`src/hdl/imhq_pkg.sv`:
```
package imhq_pkg;

    localparam int ID_W       = 6;
    localparam int ID_COUNT   = 64;
    localparam int CAP_W      = 7;
    localparam int CNT_OUT_W  = 7;
    localparam int EXT_PRIO_W = 32;
    localparam int DEF_DEPTH  = 64;
    localparam int DEF_PRIO_W = 32;
    localparam int CAP_RESET  = 64;

    typedef enum logic [1:0] {
        ACT_PUSH   = 2'd0,
        ACT_POP    = 2'd1,
        ACT_UPDATE = 2'd2,
        ACT_NONE   = 2'd3
    } t_action;

    typedef enum logic [2:0] {
        STAT_OK      = 3'd0,
        STAT_FULL    = 3'd1,
        STAT_EMPTY   = 3'd2,
        STAT_MISSING = 3'd3,
        STAT_DUP     = 3'd4
    } t_status;

    typedef enum logic [3:0] {
        S_IDLE,
        S_POP0,
        S_POP1,
        S_UPD0,
        S_UPD1,
        S_UP,
        S_UP_CMP,
        S_DN,
        S_DN_L,
        S_DN_R,
        S_PLACE,
        S_DONE
    } t_state;

endpackage

```
`src/hdl/imhq_if.sv`:
```
interface imhq_req_if import imhq_pkg::*; ();
    logic                          valid;
    logic                          ready;
    logic [1:0]                    action;
    logic [ID_W-1:0]               item_id;
    logic signed [EXT_PRIO_W-1:0]  priority_req;

    modport source (output valid, action, item_id, priority_req, input ready);
    modport sink (input valid, action, item_id, priority_req, output ready);
endinterface

interface imhq_rsp_if import imhq_pkg::*; ();
    logic                          valid;
    logic                          ready;
    logic [2:0]                    status;
    logic [ID_W-1:0]               top_id;
    logic signed [EXT_PRIO_W-1:0]  top_priority;
    logic [CNT_OUT_W-1:0]          entry_count;

    modport source (output valid, status, top_id, top_priority, entry_count, input ready);
    modport sink (input valid, status, top_id, top_priority, entry_count, output ready);
endinterface

```
`src/hdl/imhq_heap_ram.sv`:
```
module imhq_heap_ram import imhq_pkg::*; #(
    parameter int DEPTH = DEF_DEPTH,
    parameter int WIDTH = ID_W + DEF_PRIO_W
) (
    input  logic                     i_clk,
    input  logic                     i_we,
    input  logic [$clog2(DEPTH)-1:0] i_waddr,
    input  logic [WIDTH-1:0]         i_wdata,
    input  logic [$clog2(DEPTH)-1:0] i_raddr,
    output logic [WIDTH-1:0]         o_rdata
);

    logic [WIDTH-1:0] mem [DEPTH];

    always_ff @(posedge i_clk) begin
        if (i_we) begin
            mem[i_waddr] <= i_wdata;
        end
        o_rdata <= mem[i_raddr];
    end

endmodule

```
`src/hdl/imhq_map.sv`:
```
module imhq_map import imhq_pkg::*; #(
    parameter int DEPTH = DEF_DEPTH
) (
    input  logic                     i_clk,
    input  logic                     i_rst_n,
    input  logic                     i_we,
    input  logic [ID_W-1:0]          i_waddr,
    input  logic [$clog2(DEPTH)-1:0] i_wdata,
    input  logic                     i_clr,
    input  logic [ID_W-1:0]          i_clr_id,
    input  logic [ID_W-1:0]          i_raddr,
    output logic [$clog2(DEPTH)-1:0] o_rdata,
    input  logic [ID_W-1:0]          i_qid,
    output logic                     o_queued
);

    localparam int SW = $clog2(DEPTH);

    logic [SW-1:0]       mem [ID_COUNT];
    logic [ID_COUNT-1:0] r_valid;

    always_ff @(posedge i_clk) begin
        if (i_we) begin
            mem[i_waddr] <= i_wdata;
        end
        o_rdata <= mem[i_raddr];
    end

    always_ff @(posedge i_clk) begin
        if (!i_rst_n) begin
            r_valid <= '0;
        end else begin
            if (i_we) begin
                r_valid[i_waddr] <= 1'b1;
            end
            if (i_clr) begin
                r_valid[i_clr_id] <= 1'b0;
            end
        end
    end

    assign o_queued = r_valid[i_qid];

endmodule

```
`src/hdl/indexed_max_heap_queue_core.sv`:
```
// indexed max-heap priority queue
// request channel i_req: action (push, pop max, update), item_id, priority_req
// response channel o_rsp: one response per request with status, top_id,
// top_priority and entry_count after the request
// i_cfg_wr_en / i_cfg_wr_data set the capacity limit, write only while idle
// one request is in flight at a time; i_req.ready is high only when idle
// heap slots live in a one-port-read sync ram, the id to slot map in a second
// sync ram with a valid flop per id; each sift level costs a heap read and a
// compare. Errors and action 3 go straight to the response; a push sifts up,
// a pop reads the top and the last slot, then sifts down, and an update reads
// the item's slot from the map, then sifts up or down
// the response sits in an output register; a new request is taken while it
// waits, and the next response waits until the register is free
// reset empties the queue and sets the capacity limit to 64
module indexed_max_heap_queue_core import imhq_pkg::*; #(
    parameter int DEPTH      = DEF_DEPTH,
    parameter int PRIO_WIDTH = DEF_PRIO_W
) (
    input  logic             i_clk,
    input  logic             i_rst_n,
    input  logic             i_cfg_wr_en,
    input  logic [CAP_W-1:0] i_cfg_wr_data,
    imhq_req_if.sink         i_req,
    imhq_rsp_if.source       o_rsp
);

    localparam int SW = $clog2(DEPTH);
    localparam int CW = $clog2(DEPTH + 1);
    localparam int LW = (CW > CAP_W) ? CW : CAP_W;
    localparam int XW = SW + 2;
    localparam int PW = PRIO_WIDTH;
    localparam int EW = ID_W + PW;

    t_state                r_state, n_state;
    logic [ID_W-1:0]       r_id, n_id;
    logic signed [PW-1:0]  r_prio, n_prio;
    logic [SW-1:0]         r_pos, n_pos;
    logic [ID_W-1:0]       r_cur_id, n_cur_id;
    logic signed [PW-1:0]  r_cur_prio, n_cur_prio;
    logic [ID_W-1:0]       r_l_id, n_l_id;
    logic signed [PW-1:0]  r_l_prio, n_l_prio;
    logic [ID_W-1:0]       r_top_id, n_top_id;
    logic signed [PW-1:0]  r_top_prio, n_top_prio;
    t_status               r_status, n_status;
    logic [CW-1:0]         r_count, n_count;
    logic [CAP_W-1:0]      r_cap;

    logic                  r_rsp_valid, n_rsp_valid;
    t_status               r_rsp_status, n_rsp_status;
    logic [ID_W-1:0]       r_rsp_top_id, n_rsp_top_id;
    logic signed [PW-1:0]  r_rsp_top_prio, n_rsp_top_prio;
    logic [CW-1:0]         r_rsp_count, n_rsp_count;

    logic                  heap_we;
    logic [SW-1:0]         heap_waddr, heap_raddr;
    logic [EW-1:0]         heap_wdata, heap_rdata;
    logic                  map_we, map_clr, queued;
    logic [ID_W-1:0]       map_waddr;
    logic [SW-1:0]         map_wdata, map_rdata;

    logic [ID_W-1:0]       rd_id;
    logic signed [PW-1:0]  rd_prio, req_prio, best_lc;
    logic [XW-1:0]         left_ix, right_ix, count_x;
    logic [SW-1:0]         parent_ix, last_ix;
    logic [LW-1:0]         limit;
    logic                  req_fire, l_gt_cur;

    imhq_heap_ram #(.DEPTH(DEPTH), .WIDTH(EW)) u_heap (
        .i_clk   (i_clk),
        .i_we    (heap_we),
        .i_waddr (heap_waddr),
        .i_wdata (heap_wdata),
        .i_raddr (heap_raddr),
        .o_rdata (heap_rdata)
    );

    imhq_map #(.DEPTH(DEPTH)) u_map (
        .i_clk    (i_clk),
        .i_rst_n  (i_rst_n),
        .i_we     (map_we),
        .i_waddr  (map_waddr),
        .i_wdata  (map_wdata),
        .i_clr    (map_clr),
        .i_clr_id (r_top_id),
        .i_raddr  (i_req.item_id),
        .o_rdata  (map_rdata),
        .i_qid    (i_req.item_id),
        .o_queued (queued)
    );

    assign rd_id     = heap_rdata[EW-1:PW];
    assign rd_prio   = signed'(heap_rdata[PW-1:0]);
    assign req_prio  = PW'(i_req.priority_req);
    assign left_ix   = XW'({r_pos, 1'b1});
    assign right_ix  = left_ix + XW'(1);
    assign count_x   = XW'(r_count);
    assign parent_ix = (r_pos - SW'(1)) >> 1;
    assign last_ix   = SW'(r_count - CW'(1));
    assign limit     = (LW'(r_cap) > LW'(DEPTH)) ? LW'(DEPTH) : LW'(r_cap);
    assign req_fire  = i_req.valid && i_req.ready;
    assign l_gt_cur  = r_l_prio > r_cur_prio;
    assign best_lc   = l_gt_cur ? r_l_prio : r_cur_prio;

    assign o_rsp.valid        = r_rsp_valid;
    assign o_rsp.status       = r_rsp_status;
    assign o_rsp.top_id       = r_rsp_top_id;
    assign o_rsp.top_priority = EXT_PRIO_W'(r_rsp_top_prio);
    assign o_rsp.entry_count  = CNT_OUT_W'(r_rsp_count);

    always_ff @(posedge i_clk) begin
        if (!i_rst_n) begin
            r_state     <= S_IDLE;
            r_count     <= '0;
            r_cap       <= CAP_W'(CAP_RESET);
            r_rsp_valid <= 1'b0;
        end else begin
            r_state     <= n_state;
            r_count     <= n_count;
            r_rsp_valid <= n_rsp_valid;
            if (i_cfg_wr_en) begin
                r_cap <= i_cfg_wr_data;
            end
        end
    end

    always_ff @(posedge i_clk) begin
        r_id           <= n_id;
        r_prio         <= n_prio;
        r_pos          <= n_pos;
        r_cur_id       <= n_cur_id;
        r_cur_prio     <= n_cur_prio;
        r_l_id         <= n_l_id;
        r_l_prio       <= n_l_prio;
        r_top_id       <= n_top_id;
        r_top_prio     <= n_top_prio;
        r_status       <= n_status;
        r_rsp_status   <= n_rsp_status;
        r_rsp_top_id   <= n_rsp_top_id;
        r_rsp_top_prio <= n_rsp_top_prio;
        r_rsp_count    <= n_rsp_count;
    end

    always_comb begin
        n_state        = r_state;
        n_id           = r_id;
        n_prio         = r_prio;
        n_pos          = r_pos;
        n_cur_id       = r_cur_id;
        n_cur_prio     = r_cur_prio;
        n_l_id         = r_l_id;
        n_l_prio       = r_l_prio;
        n_top_id       = r_top_id;
        n_top_prio     = r_top_prio;
        n_status       = r_status;
        n_count        = r_count;
        n_rsp_valid    = r_rsp_valid && !o_rsp.ready;
        n_rsp_status   = r_rsp_status;
        n_rsp_top_id   = r_rsp_top_id;
        n_rsp_top_prio = r_rsp_top_prio;
        n_rsp_count    = r_rsp_count;
        i_req.ready    = 1'b0;
        heap_we        = 1'b0;
        heap_waddr     = r_pos;
        heap_wdata     = {r_cur_id, r_cur_prio};
        heap_raddr     = '0;
        map_we         = 1'b0;
        map_waddr      = r_cur_id;
        map_wdata      = r_pos;
        map_clr        = 1'b0;

        unique case (r_state)
            S_IDLE: begin
                i_req.ready = 1'b1;
                if (req_fire) begin
                    n_id       = i_req.item_id;
                    n_prio     = req_prio;
                    n_top_id   = '0;
                    n_top_prio = '0;
                    n_status   = STAT_OK;
                    n_state    = S_DONE;
                    unique case (t_action'(i_req.action))
                        ACT_PUSH: begin
                            if (LW'(r_count) >= limit) begin
                                n_status = STAT_FULL;
                            end else if (queued) begin
                                n_status = STAT_DUP;
                            end else begin
                                n_pos      = SW'(r_count);
                                n_cur_id   = i_req.item_id;
                                n_cur_prio = req_prio;
                                n_count    = r_count + CW'(1);
                                n_state    = S_UP;
                            end
                        end
                        ACT_POP: begin
                            if (r_count == '0) begin
                                n_status = STAT_EMPTY;
                            end else begin
                                n_state = S_POP0;
                            end
                        end
                        ACT_UPDATE: begin
                            if (!queued) begin
                                n_status = STAT_MISSING;
                            end else begin
                                n_state = S_UPD0;
                            end
                        end
                        default: begin
                            n_state = S_DONE;
                        end
                    endcase
                end
            end
            S_POP0: begin
                n_top_id   = rd_id;
                n_top_prio = rd_prio;
                heap_raddr = last_ix;
                n_count    = r_count - CW'(1);
                n_state    = S_POP1;
            end
            S_POP1: begin
                n_cur_id   = rd_id;
                n_cur_prio = rd_prio;
                map_clr    = 1'b1;
                n_pos      = '0;
                n_state    = (r_count == '0) ? S_DONE : S_DN;
            end
            S_UPD0: begin
                heap_raddr = map_rdata;
                n_pos      = map_rdata;
                n_state    = S_UPD1;
            end
            S_UPD1: begin
                n_cur_id   = r_id;
                n_cur_prio = r_prio;
                n_state    = (r_prio > rd_prio) ? S_UP : S_DN;
            end
            S_UP: begin
                heap_raddr = parent_ix;
                n_state    = (r_pos == '0) ? S_PLACE : S_UP_CMP;
            end
            S_UP_CMP: begin
                if (r_cur_prio > rd_prio) begin
                    heap_we    = 1'b1;
                    heap_wdata = heap_rdata;
                    map_we     = 1'b1;
                    map_waddr  = rd_id;
                    n_pos      = parent_ix;
                    n_state    = S_UP;
                end else begin
                    n_state = S_PLACE;
                end
            end
            S_DN: begin
                heap_raddr = left_ix[SW-1:0];
                n_state    = (left_ix >= count_x) ? S_PLACE : S_DN_L;
            end
            S_DN_L: begin
                n_l_id   = rd_id;
                n_l_prio = rd_prio;
                if (right_ix < count_x) begin
                    heap_raddr = right_ix[SW-1:0];
                    n_state    = S_DN_R;
                end else if (rd_prio > r_cur_prio) begin
                    heap_we    = 1'b1;
                    heap_wdata = heap_rdata;
                    map_we     = 1'b1;
                    map_waddr  = rd_id;
                    n_pos      = left_ix[SW-1:0];
                    n_state    = S_DN;
                end else begin
                    n_state = S_PLACE;
                end
            end
            S_DN_R: begin
                if (rd_prio > best_lc) begin
                    heap_we    = 1'b1;
                    heap_wdata = heap_rdata;
                    map_we     = 1'b1;
                    map_waddr  = rd_id;
                    n_pos      = right_ix[SW-1:0];
                    n_state    = S_DN;
                end else if (l_gt_cur) begin
                    heap_we    = 1'b1;
                    heap_wdata = {r_l_id, r_l_prio};
                    map_we     = 1'b1;
                    map_waddr  = r_l_id;
                    n_pos      = left_ix[SW-1:0];
                    n_state    = S_DN;
                end else begin
                    n_state = S_PLACE;
                end
            end
            S_PLACE: begin
                heap_we = 1'b1;
                map_we  = 1'b1;
                n_state = S_DONE;
            end
            S_DONE: begin
                if (!r_rsp_valid || o_rsp.ready) begin
                    n_rsp_valid    = 1'b1;
                    n_rsp_status   = r_status;
                    n_rsp_top_id   = r_top_id;
                    n_rsp_top_prio = r_top_prio;
                    n_rsp_count    = r_count;
                    n_state        = S_IDLE;
                end
            end
            default: begin
                n_state = S_IDLE;
            end
        endcase
    end

endmodule

```
`src/flat_wrapper.sv`:
```
// flat-port wrapper written by rule: the top's interface ports become plain ports
module indexed_max_heap_queue_core_flat import imhq_pkg::*;
#(
    parameter int DEPTH      = DEF_DEPTH,
    parameter int PRIO_WIDTH = DEF_PRIO_W
)
  (i_clk, i_rst_n, i_cfg_wr_en, i_cfg_wr_data, i_req_valid, i_req_action, i_req_item_id, i_req_priority_req, i_req_ready, o_rsp_valid, o_rsp_status, o_rsp_top_id, o_rsp_top_priority, o_rsp_entry_count, o_rsp_ready);
  imhq_req_if i_req_i ();
  imhq_rsp_if o_rsp_i ();
  input  logic i_clk;
  input  logic i_rst_n;
  input  logic i_cfg_wr_en;
  input  logic [CAP_W-1:0] i_cfg_wr_data;
  input wire logic [$bits(i_req_i.valid)-1:0] i_req_valid;
  input wire logic [$bits(i_req_i.action)-1:0] i_req_action;
  input wire logic [$bits(i_req_i.item_id)-1:0] i_req_item_id;
  input wire logic [$bits(i_req_i.priority_req)-1:0] i_req_priority_req;
  output wire logic [$bits(i_req_i.ready)-1:0] i_req_ready;
  output wire logic [$bits(o_rsp_i.valid)-1:0] o_rsp_valid;
  output wire logic [$bits(o_rsp_i.status)-1:0] o_rsp_status;
  output wire logic [$bits(o_rsp_i.top_id)-1:0] o_rsp_top_id;
  output wire logic [$bits(o_rsp_i.top_priority)-1:0] o_rsp_top_priority;
  output wire logic [$bits(o_rsp_i.entry_count)-1:0] o_rsp_entry_count;
  input wire logic [$bits(o_rsp_i.ready)-1:0] o_rsp_ready;
  assign i_req_i.valid = i_req_valid;
  assign i_req_i.action = i_req_action;
  assign i_req_i.item_id = i_req_item_id;
  assign i_req_i.priority_req = i_req_priority_req;
  assign i_req_ready = i_req_i.ready;
  assign o_rsp_valid = o_rsp_i.valid;
  assign o_rsp_status = o_rsp_i.status;
  assign o_rsp_top_id = o_rsp_i.top_id;
  assign o_rsp_top_priority = o_rsp_i.top_priority;
  assign o_rsp_entry_count = o_rsp_i.entry_count;
  assign o_rsp_i.ready = o_rsp_ready;
  indexed_max_heap_queue_core #(.DEPTH(DEPTH), .PRIO_WIDTH(PRIO_WIDTH)) u_core (.i_clk(i_clk), .i_rst_n(i_rst_n), .i_cfg_wr_en(i_cfg_wr_en), .i_cfg_wr_data(i_cfg_wr_data), .i_req(i_req_i), .o_rsp(o_rsp_i));
endmodule
```
`config.mk`:
```
export PLATFORM = sky130hd
export DESIGN_NAME = indexed_max_heap_queue_core_flat
export DESIGN_NICKNAME = d
export VERILOG_FILES = /design/src/hdl/imhq_pkg.sv /design/src/hdl/imhq_if.sv /design/src/hdl/imhq_heap_ram.sv /design/src/hdl/imhq_map.sv /design/src/hdl/indexed_max_heap_queue_core.sv /design/src/flat_wrapper.sv
export SDC_FILE = /design/constraint.sdc
export NUM_CORES = 2
export LEC_CHECK = 0
export CAP_MARGIN = 10
export CELL_PAD_IN_SITES_DETAIL_PLACEMENT = 0
export CELL_PAD_IN_SITES_GLOBAL_PLACEMENT = 1
export CORE_MARGIN = 2
export CORE_UTILIZATION = 54
export CTS_CLUSTER_SIZE = 28
export DETAILED_ROUTE_END_ITERATION = 8
export DONT_BUFFER_PORTS = 1
export PLACE_DENSITY_LB_ADDON = 0.1
export SLEW_MARGIN = 0
export SYNTH_ARGS = -nofsm -noshare
export SYNTH_HDL_FRONTEND = slang
export SYNTH_SLANG_ARGS = --single-unit
```
`constraint.sdc`:
```
create_clock -name i_clk -period 22 [get_ports i_clk]
set_clock_uncertainty 0.05 [all_clocks]
set_input_delay 4.4 -clock i_clk [delete_from_list [all_inputs] [get_ports i_clk]]
set_output_delay 4.4 -clock i_clk [all_outputs]
set_load 0.05 [all_outputs]
```
==> impl_metrics.toml <==
[synthesis]
synth-adder-area-share_pct = 1.47
ys_seq_elements = 3152
syn-num-nets = 9036
synthDistinctLibCells = 78
synthXorXnorAreaFrac_pct = 0.129
synth_top_area_share_pct = 70.4
synth_commonest_cells = "3025 x edfxtp_1, 1903 x nand2_1, 603 x nand3_1"
ys_warn_count = 0
synth.area.top_cells = "edfxtp_1 70%, nand2_1 5.5%, mux2i_1 4.5%"
synth_ff_type = "edfxtp_1"
synth_top_family_by_area = "simple AND/OR/NAND/NOR gates"
synth.avg_cell_area_um2 = 14.6
synth_most_common_cell = "edfxtp_1"
synth-simple-area-share_pct = 11.0
yosysTopAreaCell = "edfxtp_1"
syn_area_um2 = 129000
synthMuxAreaShare_pct = 7.16
synth_cells = 8833
synth-compound-area-share_pct = 5.77
synth_enable_flop_cells = 3025
seq_area_frac_synth_pct = 72.4
async_flop_share_pct = 0

[layout]
multi_input_area_um2 = 33800
drive_gt1_share_pct = 11.1
num-fill-cells = 17800
fin_cells = 12200
final_nets = 8968
regArea_um2 = 93400
area_delta_synth_final_pct = 11.1
final_util_pct = 60.3

[clocking]
cts_inserted_buffers = 336
ctsResizeCount = 0
cts.sinks = 3152
clock_path_buffers = 4
worstSkewPairLatency_ns = 0.98
clk_pin_slew_worst_paths_ns = 0.06
cts_tree = "yes"
hold_buffers = 0
cts_root_buffer = "clkbuf_16"
cts_setup_buffers = 0
h-tree-depth = 5

[power]
p_per_area_nw_per_um2 = 151
peakVddDrop_mv = 0.156
power.leakage_nw = 50.8
p_total_w = 0.0217

[grt]
overflow = 0
antenna_found_initial = 12
grt_pass1_vias = 73700
grt_max_degree = 160
grt_pass1_wl_um = 507000
grtUsageTotal_pct = 28.1

[timing]
slew_headroom_pct = 20.1
layout_min_cycle_time_ns = 9.73
setup_viol = 0
fmax_mhz = 103
slew_viol_final = 0
finalHoldViolations = 0
holdWs_ns = 0.354
worstMarginPinSlew_ns = 1.20
period_share_pct = 44.2
rsz0062_at_grt = "false"
final.setup.tns_ns = 0

[critical_path]
worst-setup-path-type = "reg2reg"
cp.arrival_ns = 10.55
path_max_fanout = 68
required_ns = 22.82
worstSetupEndpointType = "flip-flop"
start_kind = "flip-flop"

[route]
drt_iter0_drc = 8517
ant_nets = 0
drc_errors = 0
vias = 76200
first_pass_iters = 6
routed_wl_um = 346000
vias_per_cell = 6.26
wire_per_inst_um = 28.4

[run]
cap_violations = 0

[outcome]
status = "complete, no violations"

[place]
dp.cells = 11600
portBuffers = 0
post-dp-hpwl_um = 196000
place_congestion = 0.861

[die]
ios = 102
die_h_um = 493
dieArea_um2 = 243000
dieWidth_um = 493
core_area_um2 = 238000
start_util_pct = 54.3
row_count = 179

[hold_path]
hold_class = "reg2reg"
[placed cells by master (no fill, tap or decap), types with 127 or more instances in the layout]
cell          n
nand2_1    1900
mux2i_1     581
edfxtp_1   3025
a311oi_1    266
nor2_1      143
dfxtp_1     127
clkbuf_16   343
ha_1        151
nand3_1     602
buf_4       165
and3_1      240
mux4_2      151
[cell type report]
cell class,count,area share [%]
sequential,3152,65.2
multi-input combinational,5008,23.6
clock buffer,442,6.37
tap,3167,2.77
timing repair buffer,182,1.10
clock inverter,137,0.805
inverter,85,0.223
antenna,2,0.00349
[final timing paths]
check	from	endpoint	slack (ns)	cells past startpoint
setup / recovery	u_core.r_cur_prio[31]$_DFFE_PP_	u_core.u_map.r_valid[35]$_SDFF_PN0_	12.27	22
hold / removal	u_core.r_top_prio[9]$_SDFFCE_PN0P_	u_core.o_rsp.top_priority[9]$_DFFE_PP_	0.35	0
setup reg to reg	u_core.r_cur_prio[31]$_DFFE_PP_	u_core.u_map.r_valid[35]$_SDFF_PN0_	12.27	22
hold reg to reg	u_core.r_top_prio[9]$_SDFFCE_PN0P_	u_core.o_rsp.top_priority[9]$_DFFE_PP_	0.35	0
[routing by layer]
layer,GRT usage [%],vias to the layer above,part of all wire (%)
li1,-,33700,-
met1,41.2,39100,43
met2,44.2,2921,47
met3,4.08,506,6.8
met4,7.78,10,2.8
met5,0,-,0.018
[flip-flops by register name, indices dropped and copies added (netlist names), 32 cells and up]
| signal | count |
|---|---|
| u_core.r_l_prio | 32 |
| u_core.u_heap.mem | 2432 |
| u_core.u_map.mem | 384 |
| u_core.r_cur_prio | 32 |
| u_core.r_prio | 32 |
| u_core.r_top_prio | 32 |
| u_core.u_map.r_valid | 64 |
| u_core.u_heap.o_rdata | 38 |
| u_core.o_rsp.top_priority | 32 |
[through the flow]
stage          setup slack, ns  instance area, µm²
2_1_floorplan            12.22              129000
3_3_place_gp             12.67              133000
3_5_place_dp             12.52              133000
4_1_cts                  12.47              143000
5_1_grt                  11.76              143000
6_report                 12.27              143000
[where the power goes]
part | switching, W | internal, W | total, W
sequential | 0.000245 | 0.00812 | 0.00836
clock | 0.00225 | 0.00313 | 0.00538
combinational | 0.00587 | 0.00207 | 0.00794
[worst max-delay path, cell delays in order (launching register included)]
cell      delay, ns
edfxtp_1       0.35
inv_1          0.08
ha_1           0.35
nand4_1        0.25
nor4_1         0.68
or3b_1         0.47
a31oi_4        0.79
buf_4          0.50
a21oi_1        0.16
ha_1           0.35
nand4_1        0.15
nor4_1         0.50
a221oi_1       0.15
a21boi_0       0.35
o32ai_1        0.23
nor3_1         0.77
a211o_1        0.21
buf_4          0.52
a221o_2        0.26
buf_4          0.59
or3b_1         1.02
nor3_1         0.41
o221a_2        0.38
[cell families (layout without fill, tap and decap cells)]
logic type	after synthesis	in the layout
AOI/OAI and AO/OA	898	898
and+or+nand+nor	3207	3207
muxes	733	733
adders and majority gates	151	151
other	0	2
buffers and inverters	673	846
DFF	3152	3152
xor gates and xnor gates	19	19
(Power assumes the default switching activity.)
